## src/sv/jeo_pkg.sv

```systemverilog
package jeo_pkg;

    // Width of a person number and of both configuration registers.
    localparam int ENTRY_W = 11;

    // Default capacity of the circle.
    localparam int CIRCLE_MAX_DEF = 1024;

    // Configuration port.
    localparam int CFG_IDX_W = 1;
    localparam logic [CFG_IDX_W-1:0] CFG_CIRCLE_SIZE = 1'b0;
    localparam logic [CFG_IDX_W-1:0] CFG_STEP_COUNT  = 1'b1;

    // Bit counter of the remainder unit, one dividend bit per cycle.
    localparam int DIV_IDX_W = $clog2(ENTRY_W);

    typedef struct packed {
        logic busy;
        logic done;
    } jeo_div_stat_t;

endpackage

```

## src/sv/jeo_mod_unit.sv

```systemverilog
module jeo_mod_unit #(
    parameter int CIRCLE_MAX = jeo_pkg::CIRCLE_MAX_DEF
) (
    input  logic                                clk,
    input  logic                                rst_n,
    input  logic                                start,
    input  logic [jeo_pkg::ENTRY_W-1:0]         dividend,
    input  logic [$clog2(CIRCLE_MAX+1)-1:0]     divisor,
    output jeo_pkg::jeo_div_stat_t              stat,
    output logic [$clog2(CIRCLE_MAX+1)-1:0]     remainder
);

    localparam int CW = $clog2(CIRCLE_MAX + 1);

    logic                              busy_reg, busy_next;
    logic                              done_reg, done_next;
    logic [jeo_pkg::DIV_IDX_W-1:0]     idx_reg, idx_next;
    logic [jeo_pkg::ENTRY_W-1:0]       dvd_reg, dvd_next;
    logic [CW-1:0]                     rem_reg, rem_next;
    logic [CW:0]                       trial;
    logic [CW:0]                       diff;

    // Restoring remainder: one dividend bit enters per cycle and the divisor
    // is taken off whenever the partial remainder reaches it.
    assign trial = {rem_reg, dvd_reg[jeo_pkg::ENTRY_W-1]};
    assign diff  = trial - {1'b0, divisor};

    always_comb
    begin
        busy_next = busy_reg;
        done_next = 1'b0;
        idx_next  = idx_reg;
        dvd_next  = dvd_reg;
        rem_next  = rem_reg;
        if (start)
        begin
            busy_next = 1'b1;
            idx_next  = jeo_pkg::DIV_IDX_W'(jeo_pkg::ENTRY_W - 1);
            dvd_next  = dividend;
            rem_next  = '0;
        end
        else if (busy_reg)
        begin
            dvd_next = {dvd_reg[jeo_pkg::ENTRY_W-2:0], 1'b0};
            if (trial >= {1'b0, divisor})
            begin
                rem_next = diff[CW-1:0];
            end
            else
            begin
                rem_next = trial[CW-1:0];
            end
            if (idx_reg == '0)
            begin
                busy_next = 1'b0;
                done_next = 1'b1;
            end
            else
            begin
                idx_next = idx_reg - 1'b1;
            end
        end
    end

    always_ff @(posedge clk or negedge rst_n)
    begin
        if (!rst_n)
        begin
            busy_reg <= 1'b0;
            done_reg <= 1'b0;
            idx_reg  <= '0;
        end
        else
        begin
            busy_reg <= busy_next;
            done_reg <= done_next;
            idx_reg  <= idx_next;
        end
    end

    always_ff @(posedge clk)
    begin
        dvd_reg <= dvd_next;
        rem_reg <= rem_next;
    end

    assign stat.busy = busy_reg;
    assign stat.done = done_reg;
    assign remainder = rem_reg;

endmodule

```

## config.mk

```make
export PLATFORM = sky130hd
export DESIGN_NAME = jeo_mod_unit
export DESIGN_NICKNAME = d
export VERILOG_FILES = /design/src/sv/jeo_pkg.sv /design/src/sv/jeo_mod_unit.sv
export SDC_FILE = /design/constraint.sdc
export NUM_CORES = 1
export LEC_CHECK = 0
export BUFFER_PORTS_ARGS = -buffer_cell sky130_fd_sc_hd__buf_2
export CAP_MARGIN = 0
export CORE_ASPECT_RATIO = 1.4
export CORE_MARGIN = 1.5
export CORE_UTILIZATION = 55
export CTS_BUF_LIST = sky130_fd_sc_hd__clkbuf_2
export CTS_CLUSTER_DIAMETER = 50
export CTS_CLUSTER_SIZE = 28
export DETAILED_ROUTE_END_ITERATION = 10
export GPL_ROUTABILITY_DRIVEN = 1
export GPL_TIMING_DRIVEN = 0
export PLACE_DENSITY = 0.8
export SETUP_SLACK_MARGIN = 0.02
export SLEW_MARGIN = 20
export SYNTH_ARGS = -nofsm -noshare
export SYNTH_HDL_FRONTEND = slang
export SYNTH_SLANG_ARGS = --single-unit
```

## constraint.sdc

```tcl
create_clock -name clk -period 2.96 [get_ports clk]
set_input_delay 0.296 -clock clk [delete_from_list [all_inputs] [get_ports clk]]
set_output_delay 0.296 -clock clk [all_outputs]
set_load 0.005 [all_outputs]
```

; Yosys cells after proc, flatten, opt, wreduce, memory -nomap -nowiden
; Index checks and enable logic that the tools add are counted.
[word_totals]
inputBits = 25
elab_cells = 24
output_inout_bits = 13
register_bits = 28
[classes]
mux = 12
reduce_logical = 3
n_eq_ne = 1
addsub = 2
magnitude_cmp = 1
[op_table]
columns = operator, count
row1 = 11-bit two-way mux, 3
row2 = 12-bit by 11-bit greater-or-equal comparator with 1-bit output, 1
row3 = 4-bit two-way mux, 3
row4 = 11-bit subtractor, 1
row5 = 1-bit two-way mux, 6
row6 = 4-bit logical NOT, 1
row7 = "4-bit by 1-bit subtractor with 4-bit output, second input constant", 1
row8 = "2-bit != test, second input constant", 1
row9 = 2-bit AND reduction, 1
row10 = 2-bit nonzero test, 1

; Logic depth before layout (Yosys ltp)
; Gate-level depths: netlist of the first run.
[depth]
ltp_word = 4
ltp_mapped = 10
mapped_depth_nobuf = 9

; Least setup slack after synthesis of the first run
; OpenSTA, ideal clock, no wires.
[synth_timing]
path_kind = flip-flop to flip-flop
start = reg dvd_reg[10] in the netlist's numbering
end = reg rem_reg[6] (netlist: remainder[6])
slack_ns = 0.431
path_stages_with_launch = 11
setup_ns = 0.088
t_required_ns = 2.872
synth_period_minus_slack_ns = 2.529
n_path_buf = 1
arrival_time_ns = 2.440
path_cell_list = edfxtp_1 > inv_1 > ha_1 > fa_1 > and2b_1 > o22ai_2 > a211o_1 > and2_4 > buf_6 > or3b_1 > a311oi_2
[synth_between]
elab_chain_len = 2
elab_cells_between_ends = 3
cone_classes = add/sub: 1 / order compare: 1 / mux: 1
[synth_lines]
columns = element, line
row1 = start: declaration, jeo_mod_unit.sv:18  ; logic [jeo_pkg::ENTRY_W-1:0] dvd_reg, dvd_next;
row2 = start signal: assignment, jeo_mod_unit.sv:83  ; dvd_reg <= dvd_next;
row3 = 11-bit subtractor or 12-bit by 11-bit greater-or-equal comparator with 1-bit output (tied branches), "jeo_mod_unit.sv:26, jeo_mod_unit.sv:45"
row4 = 11-bit two-way mux *, jeo_mod_unit.sv:45  ; if (trial >= {1'b0, divisor})
row5 = end signal: assignment, jeo_mod_unit.sv:84  ; rem_reg <= rem_next;
row6 = end: declaration, jeo_mod_unit.sv:19  ; logic [CW-1:0] rem_reg, rem_next;
; Mark *: on every way between the ends. The rest lies on a longest branch, timed or not.
; A chain may end at the register's enable or synchronous reset.

; Worst setup path in the final report of the first run
; Ends and elaborated chain as after synthesis.

==> flow_summary.json, run 1 <==
{
  "synth.distinct_cells": 47,
  "nets": 273,
  "cp_slowest_cell": "edfxtp_1",
  "crit_arrival_ns": 3.11,
  "synth_top_area_share_pct": 18.4,
  "wl_mm": 3.73,
  "finish.utilization_pct": 66.6,
  "finalPower_mw": 1.70,
  "cp_cell_sequence": "inv_1 > ha_1 > fa_1 > and2b_1 > o22ai_2 > a211o_1 > and2_4 > buf_6 > or3b_1 > a311oi_2",
  "ant_nets": 0,
  "final_common_cell": "buf_2",
  "cts-buffers-inserted": 3,
  "slowest_delay_ns": 0.43,
  "startpoint": "dvd_reg[10]",
  "power_leakage_nw": 0.997,
  "diodes": 0,
  "synth-async-reset-ratio_pct": 21.4,
  "design_area_mm2": 0.00208,
  "maxCapViolations": 0,
  "cts_tree": "yes",
  "drtIter0Drc": 29,
  "die_w_um": 51.2,
  "rr_worst_depth": 10,
  "grt_pass1_vias": 1472,
  "grt_pass1_wl_mm": 6.33,
  "synth.largest_area_cell": "edfxtp_1",
  "grt_max_degree": 17,
  "crit_family": "simple AND/OR/NAND/NOR gates",
  "post-route-period-util_pct": 94.1,
  "antenna_found_initial": 0,
  "post_cts_buffers": 0,
  "critPathBufInv": 2,
  "critPathKind": "register to register",
  "crit_required_ns": 3.28,
  "drv_slew": 0,
  "grt_use_total_pct": 22.9,
  "ios": 38,
  "synth_top_flop_cell": "edfxtp_1",
  "n_fill_cell": 299,
  "htree_levels": 1,
  "hold_class": "input port to register",
  "clock_skew_ns": 0.0163,
  "hold_start": "dividend[9]",
  "drive_above_1_share_pct": 25.3,
  "cp-end-kind": "register",
  "clkTransAtPathRegs_ns": 0.29,
  "vias_per_cell": 5.70,
  "rows": 24,
  "clk_latency_ns": 0.37,
  "port_buffers": 37,
  "die_y_um": 70.5,
  "placed_cell_area_mm2": 0.00202,
  "wl_per_cell_um": 13.7,
  "path_max_fanout": 8,
  "syn_area_per_cell_um2": 9.37,
  "gp_congestion": 0.961,
  "dr.pass1.iters": 4,
  "setup_viol": 0,
  "tns_ns": 0,
  "ys_top_cells_by_area": "edfxtp_1, dfxtp_1, ha_1, dfrtp_1, mux2_2",
  "worstMarginPinSlew_ns": 0.782,
  "vias": 1551,
  "most-common-layout-cells": "buf_2, inv_1, nand2_1",
  "power_density_mw_per_mm2": 817,
  "syn2layout_area_growth_pct": 16.1,
  "ir_drop_uv": 378,
  "relSlewSlack_pct": 47.7,
  "cts_max_path_buffers": 2,
  "fin_crit_ns": 2.79,
  "synth_enable_flop_cells": 11,
  "instances_no_fill": 272,
  "design.die.area_mm2": 0.00361,
  "grt_setup_unrepaired": "false",
  "ys_seq_area_share_pct": 39.1,
  "dp.cells": 267,
  "grt_overflow": 0,
  "r2r-start": "dvd_reg[10]",
  "root_buffer": "clkbuf_2",
  "status": "finished, final reports clean",
  "min_path_cells": 2,
  "final-hold-violation-count": 0,
  "cts_sinks": 28,
  "ys_warn_count": 0,
  "path_depth": 10,
  "initial_core_util_pct": 57.3,
  "setup_ws_ns": 0.173,
  "critPathLaunchType": "register",
  "fmax_ghz": 0.359,
  "core_mm2": 0.00312,
  "hpwl_mm": 2.88,
  "synth_area_mm2": 0.00179,
  "hold-worst-slack_ns": 0.193,
  "synth_seq_cells": 28,
  "synthCells": 191,
  "dp_worst_setup_slack_ns": 0.199,
  "drc": 0,
  "syn_nets": 230,
  "cts.repair.resized": 0
}
-- routing by layer --
metal	part of all wire (%)	track usage (%)	up-vias
met5	0	0	-
met4	1.4	10.8	0
met3	3.1	2.78	4
met2	51	39.5	39
met1	44	27.9	740
li1	-	-	768
-- repair_timing --
item                       4_1_cts  5_1_grt
hold buffers                     1        0
hold endpoints to repair         6        0
setup endpoints to repair        0        0
-- cells in the mapped netlist, types with 2 or more instances --
cell type  number
xor2_1          3
a211oi_1        2
or3_1           2
nand3_1         3
mux2i_1         2
edfxtp_1       11
nand2_1        18
nand4_1         2
buf_4           2
o21a_1          3
nor2_1         16
a211o_1         2
nand2b_1        5
o21ai_0        14
clkbuf_1        2
o211ai_1        2
dfxtp_1        11
inv_1          18
dfrtp_1         6
a22o_1          2
o221a_2         2
ha_1           13
xnor2_1         4
a21oi_1        10
mux2_2         10
nor3_1          4
nor2b_1         2
-- cells by family (layout without fill, tap and decap cells) --
kind of cell               Yosys count  count (layout)  share of synthesized area, %
xor gates and xnor gates             7               7                          3.42
and+or+nand+nor                     60              60                          16.2
buffers and inverters               23              65                          5.66
adders and majority gates           14              14                          10.2
AOI/OAI and AO/OA                   47              47                          18.0
muxes                               12              12                          7.41
DFF                                 28              28                          39.1
-- cell type report --
| type | instances | area (um^2) | share of cell area (%) |
|---|---|---|---|
| plain buffers | 5 | 33.8 | 1.62 |
| clock buffers | 3 | 15.0 | 0.722 |
| clock inverters | 1 | 30.0 | 1.44 |
| inverters | 18 | 67.6 | 3.25 |
| multi-input cells | 140 | 988 | 47.5 |
| flip-flops and latches | 28 | 701 | 33.7 |
| well taps | 39 | 48.8 | 2.35 |
| repair buffers | 38 | 195 | 9.39 |
-- final timing paths --
kind,slack (ns),end
max,0.17,remainder[6]
min,0.19,dvd_reg[9]
max reg2reg,0.17,remainder[6]
min reg2reg,0.52,remainder[2]
max in group asynchronous,2.61,idx_reg[1]
min in group asynchronous,0.21,idx_reg[3]
-- power breakdown --
group          total [mW]  switching (mW)  internal (mW)
registers           0.609          0.0942          0.515
clock network       0.237           0.121          0.116
logic               0.853           0.456          0.397
Power figures use the tool's default switching activity.
==> inputs of run 2 (changes only) <==
==> constraint.sdc (replaced) <==
create_clock -name clk -period 2.9 [get_ports clk]
set_input_delay 0.29 -clock clk [delete_from_list [all_inputs] [get_ports clk]]
set_output_delay 0.29 -clock clk [all_outputs]
set_load 0.005 [all_outputs]
==> flow_summary.json, run 2 (synthesis results as in run 1) <==
{
  "crit_arrival_ns": 3.04,
  "clkPwrFrac_pct": 13.9,
  "grt_overflow": 0,
  "antenna_found_initial": 0,
  "grt_setup_unrepaired": "false",
  "ir_drop_uv": 387,
  "relSlewSlack_pct": 47.8,
  "clock_skew_ns": 0.0276,
  "power_density_mw_per_mm2": 835,
  "vias": 1554,
  "reg2reg_slack_ns": 0.19,
  "wl_mm": 3.81,
  "finish.utilization_pct": 67.1,
  "drive_above_1_share_pct": 26.6,
  "rows": 24,
  "cts_sinks": 28,
  "drv_slew": 0,
  "rr_worst_depth": 10,
  "syn2layout_area_growth_pct": 17.1,
  "gp_congestion": 0.961,
  "seqPwrFrac_pct": 35.5,
  "cts_tree": "yes",
  "critPathKind": "register to register",
  "design.die.area_mm2": 0.00361,
  "cts-buffers-inserted": 3,
  "hold_start": "dividend[9]",
  "crit_required_ns": 3.23,
  "cts_max_path_buffers": 2,
  "min_path_cells": 2,
  "port_buffers": 37,
  "tns_ns": 0,
  "die_y_um": 70.5,
  "instances_no_fill": 272,
  "final_common_cell": "buf_2",
  "worstMarginPinSlew_ns": 0.780,
  "grt_use_total_pct": 22.9,
  "vias_per_cell": 5.71,
  "die_w_um": 51.2,
  "post_cts_buffers": 0,
  "power_leakage_nw": 0.999,
  "switching_share_pct": 39.8,
  "grt_pass1_wl_mm": 6.33,
  "grt_pass1_vias": 1472,
  "critPathLaunchType": "register",
  "post-route-period-util_pct": 93.4,
  "nets": 273,
  "setup_viol": 0,
  "ant_nets": 0,
  "htree_levels": 1,
  "path_max_fanout": 8,
  "n_fill_cell": 301,
  "diodes": 0,
  "clkTransAtPathRegs_ns": 0.30,
  "core_mm2": 0.00312,
  "root_buffer": "clkbuf_2",
  "cp-end-kind": "register",
  "dr.pass1.iters": 4,
  "maxCapViolations": 0,
  "wl_per_cell_um": 14.0,
  "r2r-start": "dvd_reg[10]",
  "fmax_ghz": 0.369,
  "finalPower_mw": 1.75,
  "drtIter0Drc": 54,
  "most-common-layout-cells": "buf_2, inv_1, nand2_1",
  "p_int_mw": 1.05,
  "ios": 38,
  "dp.cells": 267,
  "initial_core_util_pct": 57.3,
  "hpwl_mm": 2.88,
  "grt_max_degree": 17,
  "p_comb_share_pct": 50.5,
  "clk_latency_ns": 0.38,
  "final-hold-violation-count": 0,
  "hold_class": "input port to register",
  "fin_crit_ns": 2.71,
  "r2r_end": "remainder[6]",
  "status": "finished, final reports clean",
  "power.switching_mw": 0.697,
  "min_to": "dvd_reg[9]",
  "drc": 0
}
[run 2: cell counts in the layout (fill, tap and decap cells not counted)]
Identical to the previous run, type by type.
[run 2: final cells by class]
cell class	count	area (um^2)	area share (%)
buffer	5	33.8	1.61
clock buffer	3	15.0	0.716
clock inverter	1	30.0	1.43
inverter	18	67.6	3.22
multi-input combinational	140	1000	47.9
sequential	28	701	33.4
tap	39	48.8	2.33
timing repair buffer	38	195	9.31
[run 2: power by group through the flow]
stage | clock [mW] | sequential [mW] | combinational, mW
floorplan | 0 | 0.613 | 0.647
global placement | 0 | 0.629 | 0.842
detailed placement | 0 | 0.629 | 0.863
CTS | 0.244 | 0.621 | 0.867
global route | 0.265 | 0.635 | 0.994
finish | 0.244 | 0.622 | 0.884
[run 2: how the worst max path moves through the flow]
stage                 from           end  cells past startpoint
3_3_place_gp    divisor[0]  remainder[6]                     10
6_report       dvd_reg[10]  remainder[6]                     10
5_1_grt        dvd_reg[10]  remainder[6]                     10
4_1_cts        dvd_reg[10]  remainder[6]                     10
2_1_floorplan  dvd_reg[10]  remainder[6]                     10
3_5_place_dp    divisor[0]  remainder[6]                     10
[run 2: stage by stage]
stage          setup WS, ns  hold slack [ns]  area [um^2]
2_1_floorplan         0.371         -0.00559         1790
3_3_place_gp          0.167            0.119         2020
3_5_place_dp          0.145            0.122         2020
4_1_cts               0.115            0.183         2080
5_1_grt              0.0530            0.130         2100
6_report              0.193            0.179         2100
[run 2: timing repair]
item | in CTS | in global routing
setup endpoints to repair | 0 | 2
hold buffers | 1 | 0
resized for setup | 0 | 4
endpoints found under the hold margin | 6 | 0
[run 2: critical path, cell delays in order, from the launching register on]
cell and delay (ns):
edfxtp_1 0.43, inv_1 0.05, ha_1 0.20, fa_2 0.36, and2b_1 0.23, o22ai_2 0.11
a211o_4 0.38, and2_4 0.15, buf_6 0.12, or3b_1 0.38, a311oi_2 0.24
[run 2: metal layers]
| layer | up-vias | share of wire, % | track usage, % |
|---|---|---|---|
| met2 | 48 | 52 | 39.5 |
| met1 | 734 | 43 | 27.9 |
| met5 | - | 0 | 0 |
| met3 | 4 | 3.9 | 2.78 |
| li1 | 768 | - | - |
| met4 | 0 | 1.4 | 10.8 |
